===== src/rtl/core/qpic_pkg.sv =====
// qpic_pkg: shared types, field layout and codes for the QPACK prefix codec.
// No dependencies; imported by every module under rtl/core.

package qpic_pkg;

    // Fixed field widths of the stream words and the capacity register
    localparam int FIELD_W   = 32;
    localparam int CAP_W     = 32;
    localparam int STATUS_W  = 2;
    localparam int CAP_SHIFT = 5;                    // max entries = capacity / 32
    localparam int ME_W      = CAP_W - CAP_SHIFT;    // max entries width
    localparam int FR_W      = ME_W + 1;             // full range = 2 * max entries

    // Input word layout, lowest bit first
    localparam int IN_RIC_LSB   = 0;
    localparam int IN_BASE_LSB  = IN_RIC_LSB + FIELD_W;
    localparam int IN_TNI_LSB   = IN_BASE_LSB + FIELD_W;
    localparam int IN_EIC_LSB   = IN_TNI_LSB + FIELD_W;
    localparam int IN_SIGN_BIT  = IN_EIC_LSB + FIELD_W;
    localparam int IN_DELTA_LSB = IN_SIGN_BIT + 1;
    localparam int IN_USED_W    = IN_DELTA_LSB + FIELD_W;
    localparam int S_DATA_W     = ((IN_USED_W + 7) / 8) * 8;

    // Output word layout, lowest bit first
    localparam int OUT_ENC_LSB    = 0;
    localparam int OUT_SIGN_BIT   = OUT_ENC_LSB + FIELD_W;
    localparam int OUT_DELTA_LSB  = OUT_SIGN_BIT + 1;
    localparam int OUT_REQ_LSB    = OUT_DELTA_LSB + FIELD_W;
    localparam int OUT_BASE_LSB   = OUT_REQ_LSB + FIELD_W;
    localparam int OUT_STATUS_LSB = OUT_BASE_LSB + FIELD_W;
    localparam int OUT_USED_W     = OUT_STATUS_LSB + STATUS_W;
    localparam int M_DATA_W       = ((OUT_USED_W + 7) / 8) * 8;

    // Operation kind carried in tuser
    localparam logic KIND_ENCODE = 1'b0;
    localparam logic KIND_DECODE = 1'b1;

    typedef logic [STATUS_W-1:0] status_t;
    localparam status_t ST_OK      = 2'd0;
    localparam status_t ST_INVALID = 2'd1;
    localparam status_t ST_RANGE   = 2'd2;

    // How a word is handled, settled before the divider chain
    typedef logic [2:0] cls_t;
    localparam cls_t CLS_ZERO = 3'd0;   // all-zero result
    localparam cls_t CLS_NOME = 3'd1;   // capacity below one entry
    localparam cls_t CLS_BAD  = 3'd2;   // encoded count above full range
    localparam cls_t CLS_ENC  = 3'd3;
    localparam cls_t CLS_DEC  = 3'd4;

    typedef struct packed {
        cls_t cls;
        logic ric_zero;     // encode: required count is zero
        logic sign_in;      // decode: sign from the prefix
        logic sign_out;     // encode: base below required count
    } flags_t;

endpackage


===== src/rtl/core/qpic_resolve.sv =====
// qpic_resolve: turns the remainder into the decoded count and base, or the
// encoded count. Two register stages, then the result fields. Uses qpic_pkg.

module qpic_resolve #(
    parameter int CW = 32,
    parameter int MW = 33
) (
    input  logic                         aclk,
    input  logic                         aresetn,
    input  logic                         en,
    input  logic [qpic_pkg::FR_W-1:0]    fr,
    input  logic                         in_valid,
    input  logic [qpic_pkg::FR_W-1:0]    in_rem,
    input  qpic_pkg::flags_t             in_flags,
    input  logic [MW-1:0]                in_wide,    // max value (decode) or delta base (encode)
    input  logic [CW-1:0]                in_em1,     // encoded count minus one
    input  logic [CW-1:0]                in_delta,
    output logic                         out_valid,
    output logic [qpic_pkg::FIELD_W-1:0] encoded_count,
    output logic                         sign,
    output logic [qpic_pkg::FIELD_W-1:0] delta_base,
    output logic [qpic_pkg::FIELD_W-1:0] required_count,
    output logic [qpic_pkg::FIELD_W-1:0] base,
    output qpic_pkg::status_t            status
);
    import qpic_pkg::*;

    // stage A: floor(max / range) * range, wrapped back when the count is ahead
    logic            a_valid_reg;
    flags_t          a_flags_reg;
    logic [MW-1:0]   a_q_reg;
    logic            a_bad_reg;
    logic [CW-1:0]   a_em1_reg;
    logic [CW-1:0]   a_delta_reg;
    logic [FR_W:0]   a_enc_reg;
    logic [CW-1:0]   a_dbo_reg;

    logic [MW-1:0]   q_full;
    logic [MW-1:0]   q_wrap;
    logic            ahead;

    assign q_full = in_wide - MW'(in_rem);
    assign q_wrap = in_wide - MW'(in_rem) - MW'(fr);
    assign ahead  = MW'(in_em1) > MW'(in_rem);

    always_ff @(posedge aclk) begin
        if (!aresetn) begin
            a_valid_reg <= 1'b0;
        end else if (en) begin
            a_valid_reg <= in_valid;
        end
    end

    always_ff @(posedge aclk) begin
        if (en) begin
            a_flags_reg <= in_flags;
            a_q_reg     <= ahead ? q_wrap : q_full;
            // wrapping below the first range is not a valid encoding
            a_bad_reg   <= ahead && (in_wide == MW'(in_rem));
            a_em1_reg   <= in_em1;
            a_delta_reg <= in_delta;
            a_enc_reg   <= in_flags.ric_zero ? '0 : ({1'b0, in_rem} + 1'b1);
            a_dbo_reg   <= in_wide[CW-1:0];
        end
    end

    // stage B: required count and its checks
    logic            b_valid_reg;
    flags_t          b_flags_reg;
    logic [CW-1:0]   b_ric_reg;
    status_t         b_st_reg;
    logic [CW-1:0]   b_delta_reg;
    logic [FR_W:0]   b_enc_reg;
    logic [CW-1:0]   b_dbo_reg;

    logic [MW-1:0]   ric;
    status_t         b_st_next;

    assign ric = a_q_reg + MW'(a_em1_reg);

    always_comb begin
        priority if (a_bad_reg || ric == '0) begin
            b_st_next = ST_INVALID;
        end else if (|ric[MW-1:CW]) begin
            b_st_next = ST_RANGE;
        end else begin
            b_st_next = ST_OK;
        end
    end

    always_ff @(posedge aclk) begin
        if (!aresetn) begin
            b_valid_reg <= 1'b0;
        end else if (en) begin
            b_valid_reg <= a_valid_reg;
        end
    end

    always_ff @(posedge aclk) begin
        if (en) begin
            b_flags_reg <= a_flags_reg;
            b_ric_reg   <= ric[CW-1:0];
            b_st_reg    <= b_st_next;
            b_delta_reg <= a_delta_reg;
            b_enc_reg   <= a_enc_reg;
            b_dbo_reg   <= a_dbo_reg;
        end
    end

    // result: base from the delta, then select by class
    logic [CW:0]     base_sum;
    logic [CW-1:0]   base_dif;
    logic [CW-1:0]   base_val;
    status_t         dec_st;

    assign base_sum = {1'b0, b_delta_reg} + {1'b0, b_ric_reg};
    assign base_dif = b_ric_reg - b_delta_reg - 1'b1;

    always_comb begin
        dec_st   = b_st_reg;
        base_val = '0;
        if (b_st_reg == ST_OK) begin
            if (!b_flags_reg.sign_in) begin
                if (base_sum[CW]) begin
                    dec_st = ST_RANGE;
                end else begin
                    base_val = base_sum[CW-1:0];
                end
            end else if (b_delta_reg >= b_ric_reg) begin
                dec_st = ST_RANGE;      // base would drop below zero
            end else begin
                base_val = base_dif;
            end
        end
    end

    always_comb begin
        encoded_count  = '0;
        sign           = 1'b0;
        delta_base     = '0;
        required_count = '0;
        base           = '0;
        status         = ST_OK;
        unique case (b_flags_reg.cls)
            CLS_ENC: begin
                encoded_count = FIELD_W'(b_enc_reg);
                sign          = b_flags_reg.sign_out;
                delta_base    = FIELD_W'(b_dbo_reg);
            end
            CLS_NOME: begin
                status = ST_RANGE;
            end
            CLS_BAD: begin
                status = ST_INVALID;
            end
            CLS_DEC: begin
                status = dec_st;
                if (dec_st == ST_OK) begin
                    required_count = FIELD_W'(b_ric_reg);
                    base           = FIELD_W'(base_val);
                end
            end
            default: begin
                status = ST_OK;
            end
        endcase
    end

    assign out_valid = b_valid_reg;

endmodule


===== config.mk =====
export PLATFORM = sky130hd
export DESIGN_NAME = qpic_resolve
export DESIGN_NICKNAME = d
export VERILOG_FILES = /design/src/rtl/core/qpic_pkg.sv /design/src/rtl/core/qpic_resolve.sv
export SDC_FILE = /design/constraint.sdc
export NUM_CORES = 1
export LEC_CHECK = 0
export BUFFER_PORTS_ARGS = -buffer_cell sky130_fd_sc_hd__buf_2
export CAP_MARGIN = 30
export CORE_MARGIN = 3
export CORE_UTILIZATION = 55
export DETAILED_ROUTE_END_ITERATION = 6
export PLACE_DENSITY = 0.79
export REMOVE_ABC_BUFFERS = 1
export SETUP_SLACK_MARGIN = 0.02
export SLEW_MARGIN = 0
export SYNTH_ARGS = -nofsm -noshare
export SYNTH_HDL_FRONTEND = slang
export SYNTH_SLANG_ARGS = --single-unit

===== constraint.sdc =====
create_clock -name aclk -period 6.7 [get_ports aclk]
set_input_delay 0.335 -clock aclk [delete_from_list [all_inputs] [get_ports aclk]]
set_output_delay 0.335 -clock aclk [all_outputs]
set_load 0.1 [all_outputs]

==> reports/results.txt <==
Outcome: completed
Max-slew violation count: 0
PD cells: 321 nW/µm²
Final GP Congestion: 0.919
Final setup violation count: 0
Fmax: 175 MHz
Clock Path Buffers: 3
Final instance area: 24200 µm²
Ys async rst share: 0
Worst EP arrival: 6.02 ns
HPWL Detailed: 42700 µm
CP peak stage delay: 0.53 ns
WHS: 0.0280 ns
Clock Sinks: 298
# DRC: 0
Pleak: 0.0106 µW
CTS Buf Count: 34
Final Hold Violating Endpoints: 0
Initial Util: 0.559
Clock latency on the worst-skew pair: 0.55 ns
Sequential share of the synthesized area: 0.436
Peak supply drop: 0.199 mV
Fill cells: 2875
Worst slew pin tran: 0.958 ns
R2R setup slack: 2.84 ns
Synth unique cells: 98
Worst slew margin: 0.360
Synth Warn #: 0
#FFs+latches synth: 298
Syn Inst Count: 2014
1st-pass router iterations: 5
First-pass GRT wire length: 86900 µm
Total grt overflow: 0
Synth area leaders: edfxtp_1 (43%), ha_1 (13%), xnor2_1 (4.1%)
Layout cells sized above 1: 0.171
Syn avg cell area: 10.2 µm²
Most frequent cells in the layout: edfxtp_1 (296), buf_2 (290), ha_1 (212)
CTS tree: done
Hold Crit Class: input port to flop
Yosys top cell by area: edfxtp_1
Crit end category: flop
Setup CP Type: input port to flop
Post-layout util: 0.661
Final TNS setup: 0 ns
IO Count: 295
Post-synth EDFFs: 296
Cell row count: 70
Final total power: 7760 µW
Die area: 39600 µm²
Vias post-DR: 16772
Drt total wl: 56400 µm
Max FFs per register: 33
Root buffer cell: clkbuf_16
Area of the multi-input gates: 10600 µm²
Port Buffers: 291
Worst Path Required: 7.00 ns
Clk_skew: 0.0286 ns
Routed WL per cell: 19.7 µm
Die X: 199 µm
Mapped Area: 20500 µm²
Pin count of the biggest net entering global routing: 175
CTS H-tree lvls: 2
Commonest non-fill, non-tap cell in the layout: edfxtp_1
Post_cts resized: 0
Area after DPL: 22300 µm²
Vias per cell: 5.85
Reg area: 8930 µm²
Layout net count: 2754
1st-iter DRT viols: 1139
Initial antenna violation count: 1
Max-cap violation count: 0
Critical path peak fanout: 7
CORE AREA: 36600 µm²
Fin crit share: 0.853
CTS clk-pin slew, worst paths: 0.06 ns
CP Launch Type: input port
Top FF cell, synth: edfxtp_1
Crit-path slowest cell: dlygate4sd3_1
GRT Resource Usage Total: 0.278
Antenna Violating Nets Remaining: 0
DIE HEIGHT: 199 µm
Post-synth top area share: 0.434
Area growth syn-to-layout: 18.2%
Vias in the first global route: 16295
RSZ-0062 raised after global routing: false
Crit path time final: 5.72 ns
cell usage after synthesis, drive strengths merged, types with 5 or more instances:
| master | number |
|---|---|
| edfxtp | 296 |
| ha | 212 |
| nor2 | 201 |
| inv | 195 |
| a21oi | 157 |
| xnor2 | 95 |
| o21ai | 79 |
| nand2 | 76 |
| and2 | 67 |
| a21o | 58 |
| nor3 | 49 |
| clkbuf | 39 |
| nand3 | 38 |
| a211oi | 31 |
| nand2b | 30 |
| nand4 | 29 |
| xor2 | 26 |
| o21a | 23 |
| o21bai | 23 |
| o211ai | 21 |
| buf | 20 |
| nor2b | 19 |
| mux2 | 18 |
| a31oi | 17 |
| o31ai | 17 |
| nor4 | 14 |
| or2 | 11 |
| and3 | 10 |
| or3 | 10 |
| a2111oi | 9 |
| a211o | 7 |
| o311ai | 7 |
| or4 | 6 |
| a221oi | 5 |
| fa | 5 |
| mux2i | 5 |
| nor3b | 5 |
| o211a | 5 |
| o41ai | 5 |
worst max-delay path: cells and delay by family:
family                     cells  cell delay, ns
AOI/OAI and AO/OA             15            3.21
adders and majority gates      3            0.98
buffers and inverters          4            0.76
and+or+nand+nor                3            0.63
xor gates and xnor gates       1            0.11
what timing repair did:
action                     CTS  global route
hold endpoints to repair    86             0
setup endpoints to repair    0             0
hold buffers                85             0
setup buffers                0             0
per-layer routing:
layer  global-route usage  routed length, µm  up-vias
met1                0.371              24000     7896
met2                0.459              26400      680
met5                    0                  0        -
met3               0.0405               3730      125
li1                     -                  -     8071
met4                0.113               2190        0
area by class of cell:
cell class                 instances  area share
clock buffer                      40      0.0361
clock inverter                    21     0.00559
tap                              468      0.0242
multi-input combinational       1464       0.437
antenna                            1    0.000103
sequential                       298       0.369
timing repair buffer             381      0.0978
inverter                         195      0.0303
final timing paths:
path	from	depth (start not counted)	to
setup / recovery	in_wide[0]	26	a_q_reg[27]
hold / removal	in_em1[2]	1	a_em1_reg[2]
setup reg to reg	a_em1_reg[0]	13	b_st_reg[0]
hold reg to reg	a_delta_reg[18]	0	b_delta_reg[18]
cell families after synthesis:
| group | Yosys count | synth area share |
|---|---|---|
| DFF | 298 | 0.436 |
| other | 1 | 0.000183 |
| adders and majority gates | 217 | 0.134 |
| xor gates and xnor gates | 121 | 0.0518 |
| buffers and inverters | 254 | 0.0485 |
| muxes | 23 | 0.0123 |
| AOI/OAI and AO/OA | 517 | 0.173 |
| and+or+nand+nor | 583 | 0.143 |
through the flow:
| step | setup WS (ns) | cells |
|---|---|---|
| final | 0.984 | 2868 |
| after global routing | 0.682 | 2868 |
| after CTS | 1.07 | 2867 |
| after detailed placement | 1.04 | 2721 |
| after global placement | 1.19 | 2721 |
| after floorplan | 0.607 | 1957 |
power breakdown:
part           switching, µW  total [µW]  internal (µW)
clock network            775        1720            946
logic                   2180        3470           1300
registers                162        2570           2410
total                   3110        7760           4650
No activity file was read; power rests on OpenSTA's default activity.
