$ cat src/rtl/core/qpic_pkg.sv
// qpic_pkg: shared types, field layout and codes for the QPACK prefix codec.
// No dependencies; imported by every module under rtl/core.

package qpic_pkg;

    // Fixed field widths of the stream words and the capacity register
    localparam int FIELD_W   = 32;
    localparam int CAP_W     = 32;
    localparam int STATUS_W  = 2;
    localparam int CAP_SHIFT = 5;                    // max entries = capacity / 32
    localparam int ME_W      = CAP_W - CAP_SHIFT;    // max entries width
    localparam int FR_W      = ME_W + 1;             // full range = 2 * max entries

    // Input word layout, lowest bit first
    localparam int IN_RIC_LSB   = 0;
    localparam int IN_BASE_LSB  = IN_RIC_LSB + FIELD_W;
    localparam int IN_TNI_LSB   = IN_BASE_LSB + FIELD_W;
    localparam int IN_EIC_LSB   = IN_TNI_LSB + FIELD_W;
    localparam int IN_SIGN_BIT  = IN_EIC_LSB + FIELD_W;
    localparam int IN_DELTA_LSB = IN_SIGN_BIT + 1;
    localparam int IN_USED_W    = IN_DELTA_LSB + FIELD_W;
    localparam int S_DATA_W     = ((IN_USED_W + 7) / 8) * 8;

    // Output word layout, lowest bit first
    localparam int OUT_ENC_LSB    = 0;
    localparam int OUT_SIGN_BIT   = OUT_ENC_LSB + FIELD_W;
    localparam int OUT_DELTA_LSB  = OUT_SIGN_BIT + 1;
    localparam int OUT_REQ_LSB    = OUT_DELTA_LSB + FIELD_W;
    localparam int OUT_BASE_LSB   = OUT_REQ_LSB + FIELD_W;
    localparam int OUT_STATUS_LSB = OUT_BASE_LSB + FIELD_W;
    localparam int OUT_USED_W     = OUT_STATUS_LSB + STATUS_W;
    localparam int M_DATA_W       = ((OUT_USED_W + 7) / 8) * 8;

    // Operation kind carried in tuser
    localparam logic KIND_ENCODE = 1'b0;
    localparam logic KIND_DECODE = 1'b1;

    typedef logic [STATUS_W-1:0] status_t;
    localparam status_t ST_OK      = 2'd0;
    localparam status_t ST_INVALID = 2'd1;
    localparam status_t ST_RANGE   = 2'd2;

    // How a word is handled, settled before the divider chain
    typedef logic [2:0] cls_t;
    localparam cls_t CLS_ZERO = 3'd0;   // all-zero result
    localparam cls_t CLS_NOME = 3'd1;   // capacity below one entry
    localparam cls_t CLS_BAD  = 3'd2;   // encoded count above full range
    localparam cls_t CLS_ENC  = 3'd3;
    localparam cls_t CLS_DEC  = 3'd4;

    typedef struct packed {
        cls_t cls;
        logic ric_zero;     // encode: required count is zero
        logic sign_in;      // decode: sign from the prefix
        logic sign_out;     // encode: base below required count
    } flags_t;

endpackage

$ cat src/rtl/core/qpic_div_cell.sv
// qpic_div_cell: one restoring-division step of the remainder chain.
// Depends on qpic_pkg (field widths).

module qpic_div_cell #(
    parameter int MW = 33,
    parameter int SW = 104
) (
    input  logic                      aclk,
    input  logic                      aresetn,
    input  logic                      en,
    input  logic [qpic_pkg::FR_W-1:0] fr,
    input  logic                      in_valid,
    input  logic [qpic_pkg::FR_W-1:0] in_rem,
    input  logic [MW-1:0]             in_div,
    input  logic [SW-1:0]             in_side,
    output logic                      out_valid,
    output logic [qpic_pkg::FR_W-1:0] out_rem,
    output logic [MW-1:0]             out_div,
    output logic [SW-1:0]             out_side
);
    import qpic_pkg::*;

    logic              valid_reg;
    logic [FR_W-1:0]   rem_reg, rem_next;
    logic [MW-1:0]     div_reg;
    logic [SW-1:0]     side_reg;
    logic [FR_W:0]     shifted;
    logic [FR_W:0]     diff;

    // bring in the next dividend bit, subtract the divisor when it fits
    assign shifted  = {in_rem, in_div[MW-1]};
    assign diff     = shifted - {1'b0, fr};
    assign rem_next = (shifted >= {1'b0, fr}) ? diff[FR_W-1:0] : shifted[FR_W-1:0];

    always_ff @(posedge aclk) begin
        if (!aresetn) begin
            valid_reg <= 1'b0;
        end else if (en) begin
            valid_reg <= in_valid;
        end
    end

    always_ff @(posedge aclk) begin
        if (en) begin
            rem_reg  <= rem_next;
            div_reg  <= {in_div[MW-2:0], 1'b0};
            side_reg <= in_side;
        end
    end

    assign out_valid = valid_reg;
    assign out_rem   = rem_reg;
    assign out_div   = div_reg;
    assign out_side  = side_reg;

endmodule

$ cat config.mk
export PLATFORM = sky130hd
export DESIGN_NAME = qpic_div_cell
export DESIGN_NICKNAME = d
export VERILOG_FILES = /design/src/rtl/core/qpic_pkg.sv /design/src/rtl/core/qpic_div_cell.sv
export SDC_FILE = /design/constraint.sdc
export NUM_CORES = 1
export LEC_CHECK = 0
export BUFFER_PORTS_ARGS = -buffer_cell sky130_fd_sc_hd__buf_2
export CORE_AREA = 2 2 140 142
export CTS_CLUSTER_DIAMETER = 200
export DETAILED_ROUTE_END_ITERATION = 10
export DIE_AREA = 0 0 142 144
export MAX_ROUTING_LAYER = met4
export PLACE_DENSITY = 0.7
export SYNTH_ARGS = -nofsm -noshare
export SYNTH_HDL_FRONTEND = slang
export SYNTH_SLANG_ARGS = --single-unit
$ cat constraint.sdc
create_clock -name aclk -period 5.8 [get_ports aclk]
set_input_delay 0.29 -clock aclk [delete_from_list [all_inputs] [get_ports aclk]]
set_output_delay 0.29 -clock aclk [all_outputs]
set_load 0.005 [all_outputs]
==> results of run 1 <==
[path summary, 6_finish.rpt]
kind	from	endpoint	slack, ns	cells after the start
worst min-delay path	in_div[27]	out_div[28]$_DFFE_PP_	0.03	1
worst max-delay path	fr[11]	out_rem[15]$_DFFE_PP_	2.73	10
worst max register to register	out_valid$_SDFFE_PN0P_	out_valid$_SDFFE_PN0P_	5.18	2
worst min register to register	out_valid$_SDFFE_PN0P_	out_valid$_SDFFE_PN0P_	0.53	2
[power groups by stage]
stage	registers, mW	clock network [mW]	logic (mW)
after floorplan	1.51	0	0.203
after global placement	1.49	0	0.479
after detailed placement	1.49	0	0.484
after CTS	1.47	1.21	0.487
after global routing	1.48	1.25	0.527
final	1.47	1.19	0.483
[layer usage]
layer / vias to the layer above / share of wire
li1: 2561 / -
met1: 2591 / 0.39
met2: 240 / 0.52
met3: 20 / 0.081
met4: 0 / 0.016
met5: - / 0
[layout make-up]
| class | count | area share |
|---|---|---|
| flip-flops and latches | 165 | 0.508 |
| multi-input cells | 266 | 0.196 |
| repair buffers | 363 | 0.188 |
| clock buffers | 17 | 0.0437 |
| well taps | 238 | 0.0306 |
| clock inverters | 14 | 0.0194 |
| inverters | 35 | 0.0135 |
| diodes | 7 | 0.00180 |
[registers in the layout (all words and copies together), names as in the netlist]
name and count:
out_side 104, out_rem 28, out_div 32, out_valid 1
[per-stage QoR]
stage,area [um2],util
6_report,9740,0.511
2_1_floorplan,7070,-
3_3_place_gp,9110,0.477
3_5_place_dp,9110,0.477
4_1_cts,9720,0.510
5_1_grt,9740,0.511
[critical path, delay by kind of cell]
kind                       cells  cell delay (ns)
AOI/OAI and AO/OA              2             0.59
buffers and inverters          2             0.14
muxes                          1             0.39
and+or+nand+nor                4             1.43
adders and majority gates      1             0.39
[logic make-up (layout without fill, tap and decap cells)]
logic type                 after synthesis  count (layout)  share of synthesized area
xor gates and xnor gates                17              17                     0.0211
buffers and inverters                   48             429                     0.0305
adders and majority gates               29              29                     0.0524
and+or+nand+nor                        104             104                     0.0735
other                                    1               8                   0.000531
AOI/OAI and AO/OA                       94              94                     0.0896
muxes                                   21              21                     0.0328
DFF                                    165             165                      0.700
[cells in the final DEF (no fill, tap or decap), drive strengths merged, types with 2 or more instances in the layout]
| cell | Yosys | routed |
|---|---|---|
| xor2 | 3 | 3 |
| clkinv | 0 | 2 |
| mux2i | 4 | 4 |
| o21bai | 2 | 2 |
| or2 | 3 | 3 |
| a21o | 12 | 12 |
| clkinvlp | 0 | 3 |
| and3 | 6 | 6 |
| o21ai | 18 | 18 |
| nor3 | 9 | 9 |
| and2 | 4 | 4 |
| diode | 0 | 7 |
| nand2 | 24 | 24 |
| bufinv | 0 | 2 |
| or4 | 3 | 3 |
| o21a | 7 | 7 |
| inv | 35 | 42 |
| ha | 28 | 28 |
| xnor2 | 14 | 14 |
| o31ai | 4 | 4 |
| nor2 | 24 | 24 |
| nor2b | 2 | 2 |
| clkbuf | 4 | 17 |
| nand3 | 18 | 18 |
| buf | 9 | 363 |
| o41ai | 2 | 2 |
| mux2 | 17 | 17 |
| a221oi | 3 | 3 |
| a21boi | 3 | 3 |
| nand4 | 5 | 5 |
| a211oi | 5 | 5 |
| nand3b | 2 | 2 |
| edfxtp | 164 | 164 |
| a21oi | 30 | 30 |
==> impl_metrics.py, run 1 <==
metrics = {
    "flow_run": {
        "maxCapViolCount": 0,
    },
    "die": {
        "ios": 363,
        "dieArea_mm2": 0.0204,
        "start_util": 0.370,
        "die_h_um": 144,
        "rows": 51,
        "core_mm2": 0.0191,
        "die_w_um": 142,
    },
    "min_path": {
        "hold_path_class": "in -> reg",
    },
    "cts": {
        "clk_latency_ns": 0.43,
        "cts.clk_slew.worst_paths_ns": 0.07,
        "ctsHoldBuffers": 0,
        "cts_resized": 0,
        "cts_tree": "done",
        "clockBufferDepth": 2,
        "cts_buffers": 17,
        "cts_root_buf": "clkbuf_16",
        "numClockSinks": 165,
        "htreeDepth": 4,
        "post-cts-setup-buffers": 0,
    },
    "cells_and_area": {
        "num-fill-cells": 1696,
        "final_layout_size_suffix_gt1_frac": 0.491,
        "area_growth_pct": 37.8,
        "finalNetCount": 1074,
        "seq_area_mm2": 0.00494,
        "multi_input_area_mm2": 0.00191,
        "final_cell_count_no_fill": 1105,
    },
    "sta": {
        "setup_ws_ns": 2.73,
        "relSlewSlack": 0.356,
        "layout_worst_path_cycle_share": 0.530,
        "setup_viol": 0,
        "fin_tns_setup_ns": 0,
        "whs_ns": 0.0307,
        "worst_slew_pin_slew_ns": 0.967,
        "finalHoldViolations": 0,
        "fmax_mhz": 326,
        "period_minus_slack_ns": 3.07,
        "fin_skew_ns": 0,
        "rsz0062_at_grt": "false",
        "final-max-slew-violation-count": 0,
    },
    "pwr": {
        "ir_drop_mv": 0.179,
        "internal-power_mw": 2.32,
        "power.share.combinational": 0.154,
        "power.share.sequential": 0.468,
        "clockPowerShare": 0.378,
        "swShare": 0.261,
        "power_switching_mw": 0.818,
        "power_mw": 3.14,
        "power_density_mw_per_mm2": 322,
        "leakagePower_nw": 4.34,
    },
    "global_routing": {
        "grt_max_degree": 101,
        "antenna_found_initial": 7,
        "gr-usage-met3": 0.0689,
        "grtUsageMet2": 0.356,
        "top_usage_layer": "met2",
        "grt_pass1_vias": 5257,
        "grtUsageMet1": 0.245,
        "grt_usage": 0.213,
        "gr-total-overflow": 0,
        "grt_first_pass_wirelength_mm": 30.8,
    },
    "synth": {
        "synth_area_mm2": 0.00707,
        "synth_seq_area_share": 0.700,
        "synthesis.nets": 705,
        "synth_cell_types": 55,
        "async_flop_share": 0,
        "synth.area.top_cells": "edfxtp_1 70%, ha_1 5.0%, mux2_2 2.4%",
        "synth_commonest_cells": "164 x edfxtp_1, 35 x inv_1, 30 x a21oi_1, 28 x ha_1, 24 x nor2_1",
        "ys_ff_latch": 165,
        "synthMostInstantiatedCell": "edfxtp_1",
        "synth_edf_count": 164,
        "avgSynthCellArea_um2": 14.8,
        "synth_cells": 479,
        "synth.largest_area_cell": "edfxtp_1",
        "yosys.area.top_type_share": 0.697,
        "yosys_warnings": 0,
        "synthFlopType": "edfxtp_1",
    },
    "setup_path": {
        "worstPathArrival_ns": 3.25,
        "cp_max_fo": 17,
        "critPathCaptureType": "register",
        "crit_path_max_incr_delay_ns": 0.52,
        "crit_path_start_kind": "primary input",
        "cp_cell_sequence": "buf_2 > inv_1 > ha_1 > and3_1 > nand3_2 > or4_4 > o22a_1 > o21a_1 > nand2_2 > mux2_2",
        "worst-setup-path-type": "in -> reg",
        "critPathRequiredTime_ns": 5.98,
        "cpMaxStageDelayCell": "or4_4",
    },
    "drt": {
        "drc": 0,
        "vias_per_cell": 4.90,
        "ant_nets": 0,
        "vias": 5412,
        "drt_first_iter_violations": 321,
        "finalWirelength_mm": 22.4,
        "wl_per_cell_um": 20.2,
        "drtPass1Iterations": 5,
    },
    "placed_design": {
        "gp_congestion": 0.873,
        "dp_cells": 1067,
        "dp_hpwl_mm": 17.3,
        "post-place-ws_ns": 2.27,
        "port_buffers": 361,
    },
    "outcome": {
        "status": "finished, final reports clean",
    },
}
Power figures use the tool's default switching activity.
==> run 2, diff against run 1 <==
--- a/config.mk
+++ b/config.mk
@@ -11,7 +11,7 @@
 export DETAILED_ROUTE_END_ITERATION = 10
 export DIE_AREA = 0 0 142 144
 export MAX_ROUTING_LAYER = met4
-export PLACE_DENSITY = 0.7
+export PLACE_DENSITY = 0.73
 export SYNTH_ARGS = -nofsm -noshare
 export SYNTH_HDL_FRONTEND = slang
 export SYNTH_SLANG_ARGS = --single-unit
==> constraint.sdc (replaced) <==
create_clock -name aclk -period 2.51 [get_ports aclk]
set_input_delay 0.1255 -clock aclk [delete_from_list [all_inputs] [get_ports aclk]]
set_output_delay 0.1255 -clock aclk [all_outputs]
set_load 0.005 [all_outputs]
==> run 2 against run 1 <==
  * Flip-flop and latch count unchanged
  * Die area unchanged
  * Hold slack worse by 0.0077 ns
  * Combinational power rose to 3.1 times the previous value
  * Largest cell class unchanged
  * Largest power group unchanged
==> impl_metrics.py, run 2 (synthesized netlist as in run 1, its figures left out) <==
metrics = {
    "outcome": {
        "status": "finished, final reports clean",
    },
    "cells_and_area": {
        "mostFrequentLayoutCells": "360 x buf_2, 164 x edfxtp_1, 138 x dlygate4sd3_1, 62 x buf_4, 33 x inv_1",
        "largest_reg_flops": 104,
        "multi_input_area_mm2": 0.00207,
        "finalNetCount": 1274,
        "final_common_cell": "buf_2",
        "seq_area_mm2": 0.00494,
        "fin_util": 0.616,
        "final_cell_count_no_fill": 1300,
        "num-fill-cells": 1391,
        "final_layout_size_suffix_gt1_frac": 0.473,
        "stdcell_area_mm2": 0.0118,
        "area_growth_pct": 66.4,
    },
    "pwr": {
        "power_switching_mw": 2.01,
        "internal-power_mw": 5.56,
        "clockPowerShare": 0.353,
        "power.share.combinational": 0.198,
        "ir_drop_mv": 0.405,
        "swShare": 0.266,
        "power_density_mw_per_mm2": 644,
        "leakagePower_nw": 5.28,
        "power.share.sequential": 0.450,
    },
    "cts": {
        "clk_latency_ns": 0.41,
        "htreeDepth": 4,
        "cts_buffers": 17,
        "post-cts-setup-buffers": 0,
        "cts.clk_slew.worst_paths_ns": 0.07,
        "cts_root_buf": "clkbuf_16",
        "numClockSinks": 165,
        "clockBufferDepth": 2,
        "cts_tree": "done",
    },
    "min_path": {
        "whs_path_depth": 3,
        "holdCritStartpoint": "in_div[32]",
        "min_to": "out_rem[0]$_DFFE_PP_",
        "hold_path_class": "in -> reg",
    },
    "sta": {
        "final-max-slew-violation-count": 0,
        "fin_tns_setup_ns": 0,
        "fin_skew_ns": 0,
        "rsz0062_at_grt": "false",
        "finalHoldViolations": 0,
        "setup_viol": 0,
        "fmax_mhz": 426,
        "period_minus_slack_ns": 2.35,
        "layout_worst_path_cycle_share": 0.936,
    },
    "global_routing": {
        "gr-total-overflow": 0,
        "grt_max_degree": 54,
        "grt_first_pass_wirelength_mm": 36.9,
        "grt_pass1_vias": 6380,
        "antenna_found_initial": 1,
        "grt_usage": 0.251,
    },
    "setup_path": {
        "critPathCaptureType": "register",
        "cp_max_fo": 3,
        "r2r_slack_ns": 1.35,
        "critPathRequiredTime_ns": 2.75,
        "worst-setup-path-type": "in -> reg",
        "worst_r2r_startpoint": "out_valid$_SDFFE_PN0P_",
        "crit_path_start_kind": "primary input",
        "r2r_end": "out_valid$_SDFFE_PN0P_",
        "worstPathArrival_ns": 2.59,
        "r2r_cells": 3,
    },
    "die": {
        "die_h_um": 144,
        "core_mm2": 0.0191,
        "dieArea_mm2": 0.0204,
        "die_w_um": 142,
        "start_util": 0.370,
        "ios": 363,
        "rows": 51,
    },
    "placed_design": {
        "dp_cells": 1129,
        "dp_hpwl_mm": 18.0,
        "gp_congestion": 0.886,
        "port_buffers": 361,
        "place_area_mm2": 0.00976,
    },
    "drt": {
        "drc": 0,
        "drt_first_iter_violations": 306,
        "finalWirelength_mm": 25.8,
        "drtPass1Iterations": 5,
        "wl_per_cell_um": 19.8,
        "vias_per_cell": 4.90,
        "ant_nets": 0,
        "vias": 6372,
    },
    "flow_run": {
        "maxCapViolCount": 0,
    },
}
==> run 2: changes by cell type in the layout (fill, tap and decap cells not counted), moves of 6 or more <==
cell,before,now
ha_1,28,20
buf_4,2,62
mux2_2,15,7
dlygate4sd3_1,0,138
ha_4,0,8
mux2_4,0,10
diode_2,7,1
==> run 2: cell type report <==
cell class / count / area share
Timing Repair Buffer: 563 / 0.315
Clock inverter: 15 / 0.0152
Clock buffer: 17 / 0.0362
Inverter: 35 / 0.0116
Multi-Input combinational cell: 266 / 0.176
Antenna cell: 1 / 0.000213
Tap cell: 238 / 0.0253
Sequential cell: 165 / 0.421
==> run 2: how the worst max path moves through the flow <==
stage,from,to,slack (ns),cells after the start
2_1_floorplan,fr[22],out_rem[10]$_DFFE_PP_,0.001,12
3_3_place_gp,fr[1],out_rem[23]$_DFFE_PP_,-0.28,12
3_5_place_dp,in_div[32],out_rem[20]$_DFFE_PP_,-0.31,14
4_1_cts,in_div[32],out_rem[20]$_DFFE_PP_,0.13,14
5_1_grt,fr[1],out_rem[12]$_DFFE_PP_,0.02,12
6_report,fr[1],out_rem[23]$_DFFE_PP_,0.16,12
==> run 2: worst max-delay path, cell delays in order <==
cell and delay, ns:
buf_2 0.08, inv_1 0.07, ha_1 0.32, nor2b_1 0.16, o21bai_1 0.16, nand3b_1 0.15
a21oi_1 0.22, a21oi_1 0.16, buf_4 0.17, o311ai_0 0.36, mux2_2 0.39, o31ai_2 0.22
==> run 2: what timing repair did <==
item / in CTS / in global routing
endpoints found under the hold margin: 137 / 0
hold buffers: 138 / 0
endpoints found under the setup margin: 0 / 3
gates resized for setup: 0 / 2
==> run 2: stage by stage <==
stage	power [mW]	worst slack (ns)	hold WS (ns)
6_report	7.57	0.162	0.0230
5_1_grt	7.88	0.0194	0.0124
4_1_cts	7.60	0.130	0.000451
3_5_place_dp	4.75	-0.310	0.304
3_3_place_gp	4.73	-0.281	0.302
2_1_floorplan	4.02	0.00142	0.224
==> run 2: routing by layer <==
metal,vias up,GRT usage,share of wire
met2,330,0.412,0.49
met4,0,0.124,0.049
li1,2950,-,-
met5,-,-,0
met3,64,0.0682,0.077
met1,3028,0.286,0.38
==> run 2: power groups by stage <==
stage	sequential [mW]	combinational, mW	clock, mW
CTS	3.40	1.48	2.73
detailed placement	3.45	1.30	0
global route	3.42	1.62	2.84
floorplan	3.49	0.528	0
finish	3.40	1.50	2.67
global placement	3.45	1.28	0
